`config.mk`:
```
export PLATFORM = sky130hd
export DESIGN_NAME = equal_column_hash_grouper_core
export DESIGN_NICKNAME = d
export VERILOG_FILES = /design/src/hdl/ecg_pkg.sv /design/src/hdl/ecg_ram.sv /design/src/hdl/equal_column_hash_grouper_core.sv
export SDC_FILE = /design/constraint.sdc
export NUM_CORES = 2
export LEC_CHECK = 0
export ABC_AREA = 1
export BUFFER_PORTS_ARGS = -buffer_cell sky130_fd_sc_hd__buf_2
export CAP_MARGIN = 5
export CORE_ASPECT_RATIO = 0.75
export CORE_MARGIN = 1.5
export CORE_UTILIZATION = 55
export DETAILED_ROUTE_END_ITERATION = 12
export PLACE_DENSITY_LB_ADDON = 0.05
export SETUP_SLACK_MARGIN = 0.1
export SYNTH_ARGS = -nofsm -noshare
export SYNTH_HDL_FRONTEND = slang
export SYNTH_HIERARCHICAL = 1
export SYNTH_SLANG_ARGS = --single-unit
```
`constraint.sdc`:
```
create_clock -name clk -period 8.4 [get_ports clk]
set_clock_uncertainty 0.2 [all_clocks]
set_input_delay 0.84 -clock clk [delete_from_list [all_inputs] [get_ports clk]]
set_output_delay 0.84 -clock clk [all_outputs]
set_load 0.01 [all_outputs]
```
`src/hdl/ecg_pkg.sv`:
```
// Shared constants, control word type and microcode table for the equal column hash grouper.
package ecg_pkg;

	// default sizes
	localparam int MAX_COLS_DEF = 16;
	localparam int MAX_ROWS_DEF = 1024;

	// golden ratio multiplier of the column hash
	localparam logic [31:0] HASH_MUL = 32'h9e37_79b1;

	// stream and register port widths
	localparam int ELEM_W     = 32;
	localparam int OUT_DATA_W = 8;   // column_index(4) + group_number(3), padded to a byte
	localparam int OUT_USER_W = 2;   // last_in_group, none_found
	localparam int CFG_IDX_W  = 1;
	localparam int CFG_DATA_W = 11;
	localparam int ROWS_W     = 11;
	localparam int COLS_W     = 5;
	localparam int COLIDX_W   = 4;
	localparam int GRP_W      = 3;

	// register indexes
	localparam logic [CFG_IDX_W-1:0] REG_ROWS = 1'd0;
	localparam logic [CFG_IDX_W-1:0] REG_COLS = 1'd1;

	// sequencer steps
	localparam int STEP_W = 4;
	localparam logic [STEP_W-1:0] ST_ACC = 4'd0;   // load elements
	localparam logic [STEP_W-1:0] ST_RI  = 4'd1;   // read hash of column i
	localparam logic [STEP_W-1:0] ST_LR  = 4'd2;   // latch reference hash
	localparam logic [STEP_W-1:0] ST_RJ  = 4'd3;   // read hash of column j
	localparam logic [STEP_W-1:0] ST_CJ  = 4'd4;   // compare
	localparam logic [STEP_W-1:0] ST_CF  = 4'd5;   // group already open?
	localparam logic [STEP_W-1:0] ST_GS  = 4'd6;   // open group with column i
	localparam logic [STEP_W-1:0] ST_EM  = 4'd7;   // add member j
	localparam logic [STEP_W-1:0] ST_NJ  = 4'd8;   // next j
	localparam logic [STEP_W-1:0] ST_EI  = 4'd9;   // next i
	localparam logic [STEP_W-1:0] ST_FIN = 4'd10;  // final word, clear

	// jump conditions
	localparam int COND_W = 3;
	localparam logic [COND_W-1:0] C_ALWAYS = 3'd0;
	localparam logic [COND_W-1:0] C_NDONE  = 3'd1;
	localparam logic [COND_W-1:0] C_REP_I  = 3'd2;
	localparam logic [COND_W-1:0] C_J_END  = 3'd3;
	localparam logic [COND_W-1:0] C_NMATCH = 3'd4;
	localparam logic [COND_W-1:0] C_FOUND  = 3'd5;
	localparam logic [COND_W-1:0] C_NILAST = 3'd6;

	typedef struct packed {
		logic              in_rdy;    // take elements
		logic              rd_j;      // hash read address from j, else i
		logic              ld_ref;
		logic              j_init;
		logic              j_inc;
		logic              i_adv;     // next i, close group
		logic              p_from_i;  // open group: pending member := i
		logic              p_from_j;  // pending member := j
		logic              push;      // emit pending member
		logic              lig;
		logic              last;
		logic              fin;
		logic [COND_W-1:0] cond;
		logic [STEP_W-1:0] jmp;
	} ucw_t;

	function automatic ucw_t ucode(input logic [STEP_W-1:0] step);
		ucw_t w;
		w = '0;
		case (step)
			ST_ACC: begin
				w.in_rdy = 1'b1; w.cond = C_NDONE; w.jmp = ST_ACC;
			end
			ST_RI: begin
				w.cond = C_REP_I; w.jmp = ST_EI;
			end
			ST_LR: begin
				w.ld_ref = 1'b1; w.j_init = 1'b1; w.cond = C_ALWAYS; w.jmp = ST_RJ;
			end
			ST_RJ: begin
				w.rd_j = 1'b1; w.cond = C_J_END; w.jmp = ST_EI;
			end
			ST_CJ: begin
				w.cond = C_NMATCH; w.jmp = ST_NJ;
			end
			ST_CF: begin
				w.cond = C_FOUND; w.jmp = ST_EM;
			end
			ST_GS: begin
				w.push = 1'b1; w.lig = 1'b1; w.p_from_i = 1'b1;
				w.cond = C_ALWAYS; w.jmp = ST_EM;
			end
			ST_EM: begin
				w.push = 1'b1; w.p_from_j = 1'b1; w.j_inc = 1'b1;
				w.cond = C_ALWAYS; w.jmp = ST_RJ;
			end
			ST_NJ: begin
				w.j_inc = 1'b1; w.cond = C_ALWAYS; w.jmp = ST_RJ;
			end
			ST_EI: begin
				w.i_adv = 1'b1; w.cond = C_NILAST; w.jmp = ST_RI;
			end
			ST_FIN: begin
				w.push = 1'b1; w.lig = 1'b1; w.last = 1'b1; w.fin = 1'b1;
				w.cond = C_ALWAYS; w.jmp = ST_ACC;
			end
			default: begin
				w.cond = C_ALWAYS; w.jmp = ST_ACC;
			end
		endcase
		return w;
	endfunction

endpackage

```
`src/hdl/ecg_ram.sv`:
```
// Generic single write port, single read port RAM with registered read.
module ecg_ram #(
	parameter int WIDTH = 64,
	parameter int DEPTH = 16
) (
	input  logic                     clk,
	input  logic                     we,
	input  logic [$clog2(DEPTH)-1:0] waddr,
	input  logic [WIDTH-1:0]         wdata,
	input  logic [$clog2(DEPTH)-1:0] raddr,
	output logic [WIDTH-1:0]         rdata
);

	logic [WIDTH-1:0] mem [DEPTH];

	always_ff @(posedge clk) begin
		if (we) begin
			mem[waddr] <= wdata;
		end
		rdata <= mem[raddr];
	end

endmodule

```
`src/hdl/equal_column_hash_grouper_core.sv`:
```
// Top level: per-column hash accumulation and microcoded grouping of equal columns.
//
//  channel | dir | handshake            | word
//  --------+-----+----------------------+----------------------------------------------
//  s_*     | in  | s_tvalid / s_tready  | tdata: element_value (32, signed)
//  m_*     | out | m_tvalid / m_tready  | tdata: column_index, group_number; tuser:
//          |     |                      | last_in_group, none_found; tlast: last_result
//  cfg_*   | in  | cfg_valid/cfg_ready  | cfg_index 0 rows_in_use, 1 cols_in_use
//
//  Load: one element word per clock in the load step. Multiply (registered), then a hash
//  RAM read-modify-write; one forwarding register covers back-to-back hits on a column.
//  After the last element the two-stage pipe drains, then the sequencer runs: per
//  unreported column i it latches its hash and compares each later column j, opening a
//  group on the first match and adding each match; reported columns are skipped; one
//  closing step ends the pass. It holds on an emitting step during an m_tready stall.
//  Reset: counters, valid bits and sequencer cleared at once; no clearing pass.
//  Hash RAM entries carry valid bits cleared at the end of every matrix.
module equal_column_hash_grouper_core #(
	parameter int MAX_COLS = ecg_pkg::MAX_COLS_DEF,
	parameter int MAX_ROWS = ecg_pkg::MAX_ROWS_DEF
) (
	input  logic                             clk,
	input  logic                             arst_n,
	// element stream
	input  logic                             s_tvalid,
	output logic                             s_tready,
	input  logic [ecg_pkg::ELEM_W-1:0]       s_tdata,   // [31:0] element_value
	// result stream
	output logic                             m_tvalid,
	input  logic                             m_tready,
	output logic [ecg_pkg::OUT_DATA_W-1:0]   m_tdata,   // [3:0] column_index, [6:4] group_number, [7] zero
	output logic [ecg_pkg::OUT_USER_W-1:0]   m_tuser,   // [0] last_in_group, [1] none_found
	output logic                             m_tlast,   // last_result
	// register writes
	input  logic                             cfg_valid,
	output logic                             cfg_ready,
	input  logic [ecg_pkg::CFG_IDX_W-1:0]    cfg_index,
	input  logic [ecg_pkg::CFG_DATA_W-1:0]   cfg_data
);

	localparam int AW  = $clog2(MAX_COLS);      // column address
	localparam int CNW = $clog2(MAX_COLS + 1);  // column count
	localparam int RW  = $clog2(MAX_ROWS + 1);  // row count

	// ---------------- registers ----------------
	logic [ecg_pkg::ROWS_W-1:0] rows_q;
	logic [ecg_pkg::COLS_W-1:0] cols_q;

	assign cfg_ready = 1'b1;

	always_ff @(posedge clk or negedge arst_n) begin
		if (!arst_n) begin
			rows_q <= ecg_pkg::ROWS_W'(1);
			cols_q <= ecg_pkg::COLS_W'(1);
		end else if (cfg_valid) begin
			case (cfg_index)
				ecg_pkg::REG_ROWS: rows_q <= cfg_data;
				ecg_pkg::REG_COLS: cols_q <= cfg_data[ecg_pkg::COLS_W-1:0];
				default: ;
			endcase
		end
	end

	// effective sizes: zero reads as one, oversize clamps to the maximum
	logic [CNW-1:0] n_cols;
	logic [RW-1:0]  n_rows;

	always_comb begin
		if (cols_q == '0) begin
			n_cols = CNW'(1);
		end else if (32'(cols_q) > MAX_COLS) begin
			n_cols = CNW'(MAX_COLS);
		end else begin
			n_cols = CNW'(cols_q);
		end
		if (rows_q == '0) begin
			n_rows = RW'(1);
		end else if (32'(rows_q) > MAX_ROWS) begin
			n_rows = RW'(MAX_ROWS);
		end else begin
			n_rows = RW'(rows_q);
		end
	end

	// ---------------- sequencer ----------------
	logic [ecg_pkg::STEP_W-1:0] step_q;
	ecg_pkg::ucw_t              cw;
	logic                       out_free;
	logic                       go;
	logic                       cond_true;

	assign cw       = ecg_pkg::ucode(step_q);
	assign out_free = !m_tvalid || m_tready;
	assign go       = !cw.push || out_free;

	// ---------------- load pipe ----------------
	logic [CNW-1:0] col_q;
	logic [RW-1:0]  row_q;
	logic           end_q;      // last element taken
	logic           take;
	logic [CNW-1:0] col_inc;
	logic [RW-1:0]  row_inc;

	logic signed [63:0] prod_w;
	logic [63:0]        prod_s1, prod_s2;
	logic [AW-1:0]      col_s1, col_s2;
	logic               vld_s1, vld_s2;
	logic [63:0]        fwd_sum_q;
	logic [AW-1:0]      fwd_col_q;
	logic               fwd_vld_q;

	assign s_tready = cw.in_rdy && !end_q;
	assign take     = s_tvalid && s_tready;
	assign col_inc  = col_q + CNW'(1);
	assign row_inc  = row_q + RW'(1);
	assign prod_w   = $signed(s_tdata) * $signed({1'b0, ecg_pkg::HASH_MUL});

	// hash store
	logic [AW-1:0]       raddr;
	logic [63:0]         rdata;
	logic [63:0]         rd_val;
	logic [63:0]         acc_base;
	logic [63:0]         acc_sum;
	logic [MAX_COLS-1:0] hv_q;    // entry written this matrix
	logic                rv_q;

	// grouping datapath
	logic [CNW-1:0]      i_q, j_q;
	logic [AW-1:0]       i_a, j_a;
	logic [63:0]         ref_q;
	logic                found_q;
	logic [ecg_pkg::GRP_W-1:0] grp_q;
	logic                p_valid_q;
	logic [AW-1:0]       p_col_q;
	logic [ecg_pkg::GRP_W-1:0] p_grp_q;
	logic [MAX_COLS-1:0] rep_q;   // already reported
	logic [AW+3:0]       p_col_ext;
	logic                none;

	assign i_a = i_q[AW-1:0];
	assign j_a = j_q[AW-1:0];

	assign raddr    = cw.in_rdy ? col_s1 : (cw.rd_j ? j_a : i_a);
	assign rd_val   = rv_q ? rdata : 64'd0;
	assign acc_base = (fwd_vld_q && fwd_col_q == col_s2) ? fwd_sum_q : rd_val;
	assign acc_sum  = acc_base + prod_s2;

	ecg_ram #(
		.WIDTH(64),
		.DEPTH(MAX_COLS)
	) u_hash (
		.clk  (clk),
		.we   (vld_s2),
		.waddr(col_s2),
		.wdata(acc_sum),
		.raddr(raddr),
		.rdata(rdata)
	);

	// payload stages
	always_ff @(posedge clk) begin
		prod_s1   <= prod_w;
		col_s1    <= col_q[AW-1:0];
		prod_s2   <= prod_s1;
		col_s2    <= col_s1;
		fwd_sum_q <= acc_sum;
		fwd_col_q <= col_s2;
		if (cw.ld_ref) begin
			ref_q <= rd_val;
		end
	end

	// jump condition
	always_comb begin
		case (cw.cond)
			ecg_pkg::C_ALWAYS: cond_true = 1'b1;
			ecg_pkg::C_NDONE:  cond_true = !(end_q && !vld_s1 && !vld_s2);
			ecg_pkg::C_REP_I:  cond_true = rep_q[i_a];
			ecg_pkg::C_J_END:  cond_true = (j_q >= n_cols);
			ecg_pkg::C_NMATCH: cond_true = (rd_val != ref_q);
			ecg_pkg::C_FOUND:  cond_true = found_q;
			ecg_pkg::C_NILAST: cond_true = ((i_q + CNW'(1)) < n_cols);
			default:           cond_true = 1'b1;
		endcase
	end

	// control state
	always_ff @(posedge clk or negedge arst_n) begin
		if (!arst_n) begin
			step_q    <= ecg_pkg::ST_ACC;
			col_q     <= '0;
			row_q     <= '0;
			end_q     <= 1'b0;
			vld_s1    <= 1'b0;
			vld_s2    <= 1'b0;
			fwd_vld_q <= 1'b0;
			hv_q      <= '0;
			rv_q      <= 1'b0;
			i_q       <= '0;
			j_q       <= '0;
			found_q   <= 1'b0;
			grp_q     <= '0;
			p_valid_q <= 1'b0;
			rep_q     <= '0;
		end else begin
			vld_s1    <= take;
			vld_s2    <= vld_s1;
			fwd_vld_q <= vld_s2;
			rv_q      <= hv_q[raddr];
			if (vld_s2) begin
				hv_q[col_s2] <= 1'b1;
			end

			// row / column position; matrix ends on the last row's last column
			if (take) begin
				if (col_inc >= n_cols) begin
					col_q <= '0;
					if (row_inc >= n_rows) begin
						row_q <= '0;
						end_q <= 1'b1;
					end else begin
						row_q <= row_inc;
					end
				end else begin
					col_q <= col_inc;
				end
			end

			if (go) begin
				step_q <= cond_true ? cw.jmp : step_q + ecg_pkg::STEP_W'(1);
				if (cw.j_init) begin
					j_q <= i_q + CNW'(1);
				end
				if (cw.j_inc) begin
					j_q <= j_q + CNW'(1);
				end
				if (cw.p_from_i) begin
					p_valid_q   <= 1'b1;
					found_q     <= 1'b1;
					rep_q[i_a]  <= 1'b1;
				end
				if (cw.p_from_j) begin
					rep_q[j_a]  <= 1'b1;
				end
				if (cw.i_adv) begin
					i_q     <= i_q + CNW'(1);
					found_q <= 1'b0;
					if (found_q) begin
						grp_q <= grp_q + ecg_pkg::GRP_W'(1);
					end
				end
				if (cw.fin) begin
					i_q       <= '0;
					end_q     <= 1'b0;
					found_q   <= 1'b0;
					grp_q     <= '0;
					p_valid_q <= 1'b0;
					rep_q     <= '0;
					hv_q      <= '0;
				end
			end
		end
	end

	// pending member: held back until the next emitting step so its flags are known when it leaves
	always_ff @(posedge clk) begin
		if (go && cw.p_from_i) begin
			p_col_q <= i_a;
			p_grp_q <= grp_q;
		end
		if (go && cw.p_from_j) begin
			p_col_q <= j_a;
			p_grp_q <= grp_q;
		end
	end

	// ---------------- output register ----------------
	logic                        m_valid_q;
	logic [ecg_pkg::COLIDX_W-1:0] o_col_q;
	logic [ecg_pkg::GRP_W-1:0]    o_grp_q;
	logic                        o_lig_q, o_last_q, o_none_q;
	logic                        emit;

	assign none      = cw.fin && !p_valid_q;
	assign emit      = go && cw.push && (p_valid_q || cw.fin);
	assign p_col_ext = {4'b0, p_col_q};

	always_ff @(posedge clk or negedge arst_n) begin
		if (!arst_n) begin
			m_valid_q <= 1'b0;
		end else if (emit) begin
			m_valid_q <= 1'b1;
		end else if (m_tready) begin
			m_valid_q <= 1'b0;
		end
	end

	always_ff @(posedge clk) begin
		if (emit) begin
			o_col_q  <= none ? '0 : p_col_ext[ecg_pkg::COLIDX_W-1:0];
			o_grp_q  <= none ? '0 : p_grp_q;
			o_lig_q  <= none ? 1'b0 : cw.lig;
			o_last_q <= cw.last;
			o_none_q <= none;
		end
	end

	assign m_tvalid = m_valid_q;
	assign m_tdata  = {1'b0, o_grp_q, o_col_q};
	assign m_tuser  = {o_none_q, o_lig_q};
	assign m_tlast  = o_last_q;

endmodule

```
# After elaboration in Yosys (flattened, before gate mapping)
# Memories as Yosys holds them, arrays and structs flattened. A register that Yosys moved wholly into a read port is not among the register bits.
# Cells that the tools add are included.
# word_totals
register_bits	374
ramBits	1024
output_inout_bits	14
mem_count	1
# mem_list
name	depth	word_bits	rd	rd_ports_with_merged_regs	wr	line	source
u_hash.mem	16	64	1	1	1	ecg_ram.sv:14	logic [WIDTH-1:0] mem [DEPTH];
# classes
n_addsub	7
multipliers	1
n_lt_le_gt_ge	13
n_eq_ne	18
muxes	64
bitwise	4
reduce_logical	45
# ops
op	count
$mux 64	2
$mux 16	7
$add 64x64->64	1
$mul 32x33->64 const B	1
$ne 64x64->1	1
$pmux 7 s8	1
$or 16x16->16	3
$mux 5	7
$mux 11	3
$mux 1	26
$lt 4x5->1 const B	4
$mux 4	5
$eq 4x3->1 const B	4
$add 5x1->5 const B	3
$mux 3	5
$reduce_and 2->1	7
$logic_and 1x1->1	13
$demux 1 s4	3
$eq 4x4->1 const B	3
$ge 4x1->1 const B	3
$reduce_bool 2->1	6
$add 11x1->11 const B	1
$ge 11x11->1	1
$gt 11x11->1 const B	1
24 further kinds	41

# Depth between registers and ports, before layout
# depth
ltp_word	10
ltp_mapped	28
depth_no_buf	28

# Cells and area by module
# The synthesis kept the hierarchy.
# modules_own_cells
mod	n_inst	cells_each	area_each_um2	seq_area_each_um2
ecg_ram	1	4210	45285.9	32030.7
equal_column_hash_grouper_core	1	4522	37483.4	8745.9

# Least setup slack after synthesis
# OpenSTA, ideal clock, no wires.
# synth_path
path_type	input -> register
start	in s_tdata[5] in the netlist's numbering
end	reg prod_s1[63]
setup_ns	0.112
arrival_ns	6.526
required_time_ns	8.088
slack_ns	1.562
path_stages	23
cell_sequence	fa_1 -> fa_1 -> fa_1 -> inv_1 -> fa_1 -> inv_1 -> fa_1 -> inv_1 -> fa_1 -> inv_1 -> fa_1 -> inv_1 -> fa_1 -> inv_1 -> ha_1 -> nand2_1 -> nor2_1 -> inv_1 -> nor4_1 -> a21oi_1 -> nand2b_1 -> nand3_1 -> nand2_1
# synth_via
elab_chain_len	1
# synth_lines
element	line	source
start, declared	equal_column_hash_grouper_core.sv:27	input logic [ecg_pkg::ELEM_W-1:0] s_tdata,
$mul 32x33->64	equal_column_hash_grouper_core.sv:116	assign prod_w = $signed(s_tdata) * $signed({1'b0, ecg_pkg::HASH_MUL});
net prod_w[63]	equal_column_hash_grouper_core.sv:104	logic signed [63:0] prod_w;
end signal, assigned	equal_column_hash_grouper_core.sv:162	prod_s1 <= prod_w;
end, declared	equal_column_hash_grouper_core.sv:105	logic [63:0] prod_s1, prod_s2;
# The timed path passes the listed nets, and every way through them passes these cells.
# A chain may end at the register's enable or synchronous reset.

# Worst setup path after layout
# layout_path
start	in s_tdata[8] in the netlist's numbering
end	reg prod_s1[43]
# Same word-level chain as after synthesis.

==> results.txt <==
----------------------------------------------------
[Route]
  Via count of the routed design ... 59240
  Wire length per cell ... 22.52 um
  Residual antenna-violating net count after detailed routing ... 0
  Met3 wire length ... 24.47 mm
  Number of detailed-routing iterations run before antenna repair ... 6
  Uppermost signal routing layer after detailed routing ... met5
  Drt initial violations ... 6191
  M1 wire length ... 115.7 mm
  Routed wire length ... 245.7 mm
  Detailed-route DRC error count ... 0
  Number of vias per cell ... 5.429
  Met2 WL post-DR ... 101.0 mm

[Worst setup path]
  Kind of end point of the critical path ... flop
  Reg2reg start ... col_s2[0]$_DFF_P_
  CP max stage delay ... 670 ps
  Endpoint of the worst-slack reg-to-reg timing path ... u_hash/mem[1][52]$_DFFE_PP_
  WP data required ... 8890 ps
  Worst Reg2Reg Path Length in Cells ... 13
  Register-to-register setup slack ... 2300 ps
  Highest-delay cell along the critical path ... sky130_fd_sc_hd__fa_1
  Library cell appearing most often on the critical path ... sky130_fd_sc_hd__fa_1
  WP data arrival ... 7600 ps
  Worst setup SP type ... primary input
  Critical path start-end classification ... in -> reg
  Maximum net fanout on the critical path ... 7
  Critical path, cell by cell ... buf_2 > inv_1 > fa_1 > inv_1 > ha_1 > or2_2 > fa_1 > inv_1 > fa_1 > inv_1 > fa_1 > fa_1 > fa_1 > inv_1 > fa_1 > inv_1 > ha_1 > nand2_1 > nor2_1 > nand2_1 > nor4_1 > nand3_1 > nand3_1 > xor2_1

[Floorplan]
  Count of boundary I/O pins ... 63
  Core Box Area ... 149700 sq um
  Site row count ... 123
  Die Width ... 450.9 um
  Die area ... 152900 sq um
  DIE HEIGHT ... 339.0 um
  Starting utilization of the core area ... 55.27%

[Clock tree]
  CTS tree ... built
  Maximum clock path buffer count ... 3
  Number of buffers inserted during clock tree synthesis ... 146
  Clock Latency Late Sink ... 800 ps
  Clock-pin slew reported for the worst setup and hold paths after clock tree synthesis ... 70 ps
  Clock Root Buffer ... sky130_fd_sc_hd__clkbuf_16
  Buffers inserted by post-CTS timing repair ... 0
  Num Clock Sinks ... 1462
  Number of levels in the clock H-tree ... 4

[Synthesis]
  Count of warnings emitted by yosys ... 6
  FFs w/ async S/R, synth ... 6.088%
  Number of flops mapped to enable cells by yosys ... 1105
  Library cells used by synthesis ... 56
  Biggest area consumer among synthesized cells ... sky130_fd_sc_hd__edfxtp_1
  Commonest register cell after synthesis ... sky130_fd_sc_hd__edfxtp_1
  Biggest area contributors in the synthesized netlist ... sky130_fd_sc_hd__edfxtp_1 40%, sky130_fd_sc_hd__fa_1 10%, sky130_fd_sc_hd__nand2_1 9.4%
  Seq/Total Area, Yosys ... 49.27%
  Most frequently used cell type in the post-synthesis netlist ... sky130_fd_sc_hd__nand2_1
  Post-synthesis instance total ... 8732
  Post-Syn Nets ... 9669
  Number of synthesized register bits ... 1462
  Most instantiated cells after synthesis ... 2066 x sky130_fd_sc_hd__nand2_1, 1843 x sky130_fd_sc_hd__inv_1, 1105 x sky130_fd_sc_hd__edfxtp_1
  Fraction of synthesized cell area taken by the top area cell type ... 40.09%
  Average instance area after synthesis ... 9.479 sq um
  Mapped cell area ... 82770 sq um

[STA]
  Count of final max-slew check failures ... 0
  Final critical-path required period ... 7117 ps
  Setup repair after global routing missed its margin ... false
  Achievable frequency ... 140.5 MHz
  Setup_tns ... 0 ps
  Minimum hold slack ... 57.93 ps
  # setup viols final ... 0
  Worst slew slack as a fraction of its limit ... 16.84%
  Final Hold Viols ... 0
  Slew @ Worst Pin ... 1243 ps
  Fraction of the cycle the final worst path needs ... 84.73%

[Outcome]
  Result of the run ... finished clean

[GRT]
  Number of global-route vias before repair ... 55940
  Maximum number of pins on one net before global-route repair ... 174
  Number of antenna violations at the first check in global routing ... 6
  Wire length of the first global-routing pass ... 364.5 mm
  Overall track demand over capacity in global routing ... 32.14%
  Global-route congestion overflow total ... 0

[Placement]
  Number of buffer cells added on primary ports ... 60
  Half-perimeter wire length after placement ... 171.4 mm
  RePlAce Congestion ... 1.032

[Layout]
  Share of the core filled with cells in the final layout ... 60.18%
  Share of final-layout standard cells stronger than drive strength 1 ... 5.242%
  Synth-to-Final Area Change ... 8.870%
  Number of nets in the layout ... 9719

[Min path]
  Hold endpoint ... m_tvalid$_DFFE_PN0P_
  Number of cells on the worst hold path ... 2
  Class of the tightest hold or removal check ... in -> reg
  Critical hold path startpoint ... m_tready

[Job]
  Total of max-cap violations ... 0

----------------------------------------------------
## layer usage
layer  global-route usage, %  up-vias
met5                       0        -
met4                   6.622        2
met3                   7.121      265
met2                   44.91     2335
met1                   50.94    28840
li1                        -    27800
## worst max-delay path, delay by kind of cell
kind | cells | cell delay, ps
buffers and inverters | 7 | 640
and+or+nand+nor | 7 | 1690
xor gates and xnor gates | 1 | 280
adders and majority gates | 9 | 4140
## what timing repair did
action | in CTS | in global routing
hold endpoints to repair | 33 | 0
hold buffers | 1 | 0
resized for setup | 0 | 0
## final cells by class
cell class | instances | area (sq um)
fill | 12760 | 59630
sequential | 1462 | 40780
multi-input combinational | 5162 | 33630
inverter | 1854 | 7000
clock buffer | 209 | 4265
tap | 2000 | 2502
timing repair buffer | 156 | 1126
clock inverter | 65 | 802.0
antenna | 3 | 7.507
## cells in the final DEF (no fill, tap or decap), types with 15 or more instances in the layout
cell / count
sky130_fd_sc_hd__nand2_1: 2066
sky130_fd_sc_hd__o21ai_0: 147
sky130_fd_sc_hd__buf_4: 88
sky130_fd_sc_hd__clkbuf_8: 22
sky130_fd_sc_hd__o21bai_1: 22
sky130_fd_sc_hd__o22ai_1: 24
sky130_fd_sc_hd__a31oi_1: 33
sky130_fd_sc_hd__xnor2_1: 26
sky130_fd_sc_hd__o211ai_1: 21
sky130_fd_sc_hd__clkinv_2: 16
sky130_fd_sc_hd__a21oi_1: 276
sky130_fd_sc_hd__inv_1: 1841
sky130_fd_sc_hd__dfrtp_1: 86
sky130_fd_sc_hd__nand2_2: 21
sky130_fd_sc_hd__nor3_1: 32
sky130_fd_sc_hd__edfxtp_1: 1105
sky130_fd_sc_hd__ha_1: 470
sky130_fd_sc_hd__nand4_1: 22
sky130_fd_sc_hd__fa_1: 418
sky130_fd_sc_hd__dfxtp_1: 268
sky130_fd_sc_hd__o21ai_1: 15
sky130_fd_sc_hd__buf_2: 59
sky130_fd_sc_hd__nor2_1: 428
sky130_fd_sc_hd__nor2_4: 17
sky130_fd_sc_hd__a21o_1: 22
sky130_fd_sc_hd__clkinv_1: 16
sky130_fd_sc_hd__xor2_1: 87
sky130_fd_sc_hd__nand3_1: 928
sky130_fd_sc_hd__clkbuf_1: 31
sky130_fd_sc_hd__clkbuf_16: 153
## worst max path at each step
stage                      startpoint                   to  slack (ps)  cells past startpoint
after detailed placement   s_tdata[8]  prod_s1[43]$_DFF_P_         550                     24
after CTS                  s_tdata[8]  prod_s1[43]$_DFF_P_        1370                     24
final                      s_tdata[8]  prod_s1[43]$_DFF_P_        1280                     24
after global routing       s_tdata[8]  prod_s1[43]$_DFF_P_         890                     24
after floorplan            s_tdata[5]  prod_s1[63]$_DFF_P_        1560                     23
after global placement    s_tdata[17]  prod_s1[50]$_DFF_P_         560                     24
## through the flow
stage               setup WS, ps  instance area, sq um  cells
finish                      1283                 90110  10910
CTS                         1369                 90080  10910
global placement           563.3                 85000  10630
floorplan                   1562                 82770   8732
detailed placement         550.8                 85000  10630
global route               887.9                 90100  10910
## cells by family after synthesis
logic type      after synthesis  share of synthesized area, %
simple gates               3557                         17.86
mux                           5                       0.06802
compound gates              589                         3.944
xor+xnor                    121                         1.280
flops                      1462                         49.27
fa+ha+maj                   888                         17.21
buf+inv                    2108                         10.35
other cells                   2                      0.009073
## state kept, by name, summed over array words and instances, names as in the netlist, 5 cells and up
register and cells:
j_q 5, i_q 5, rep_q 16, u_hash/rdata 64, hv_q 16, col_q 5, ref_q 64, u_hash/mem 1024
rows_q 11, row_q 11, fwd_sum_q 64, prod_s2 64, prod_s1 64, cols_q 5
Power is not shown: default switching activity piles up to over one toggle a cycle in this logic, so the estimate is an artifact.
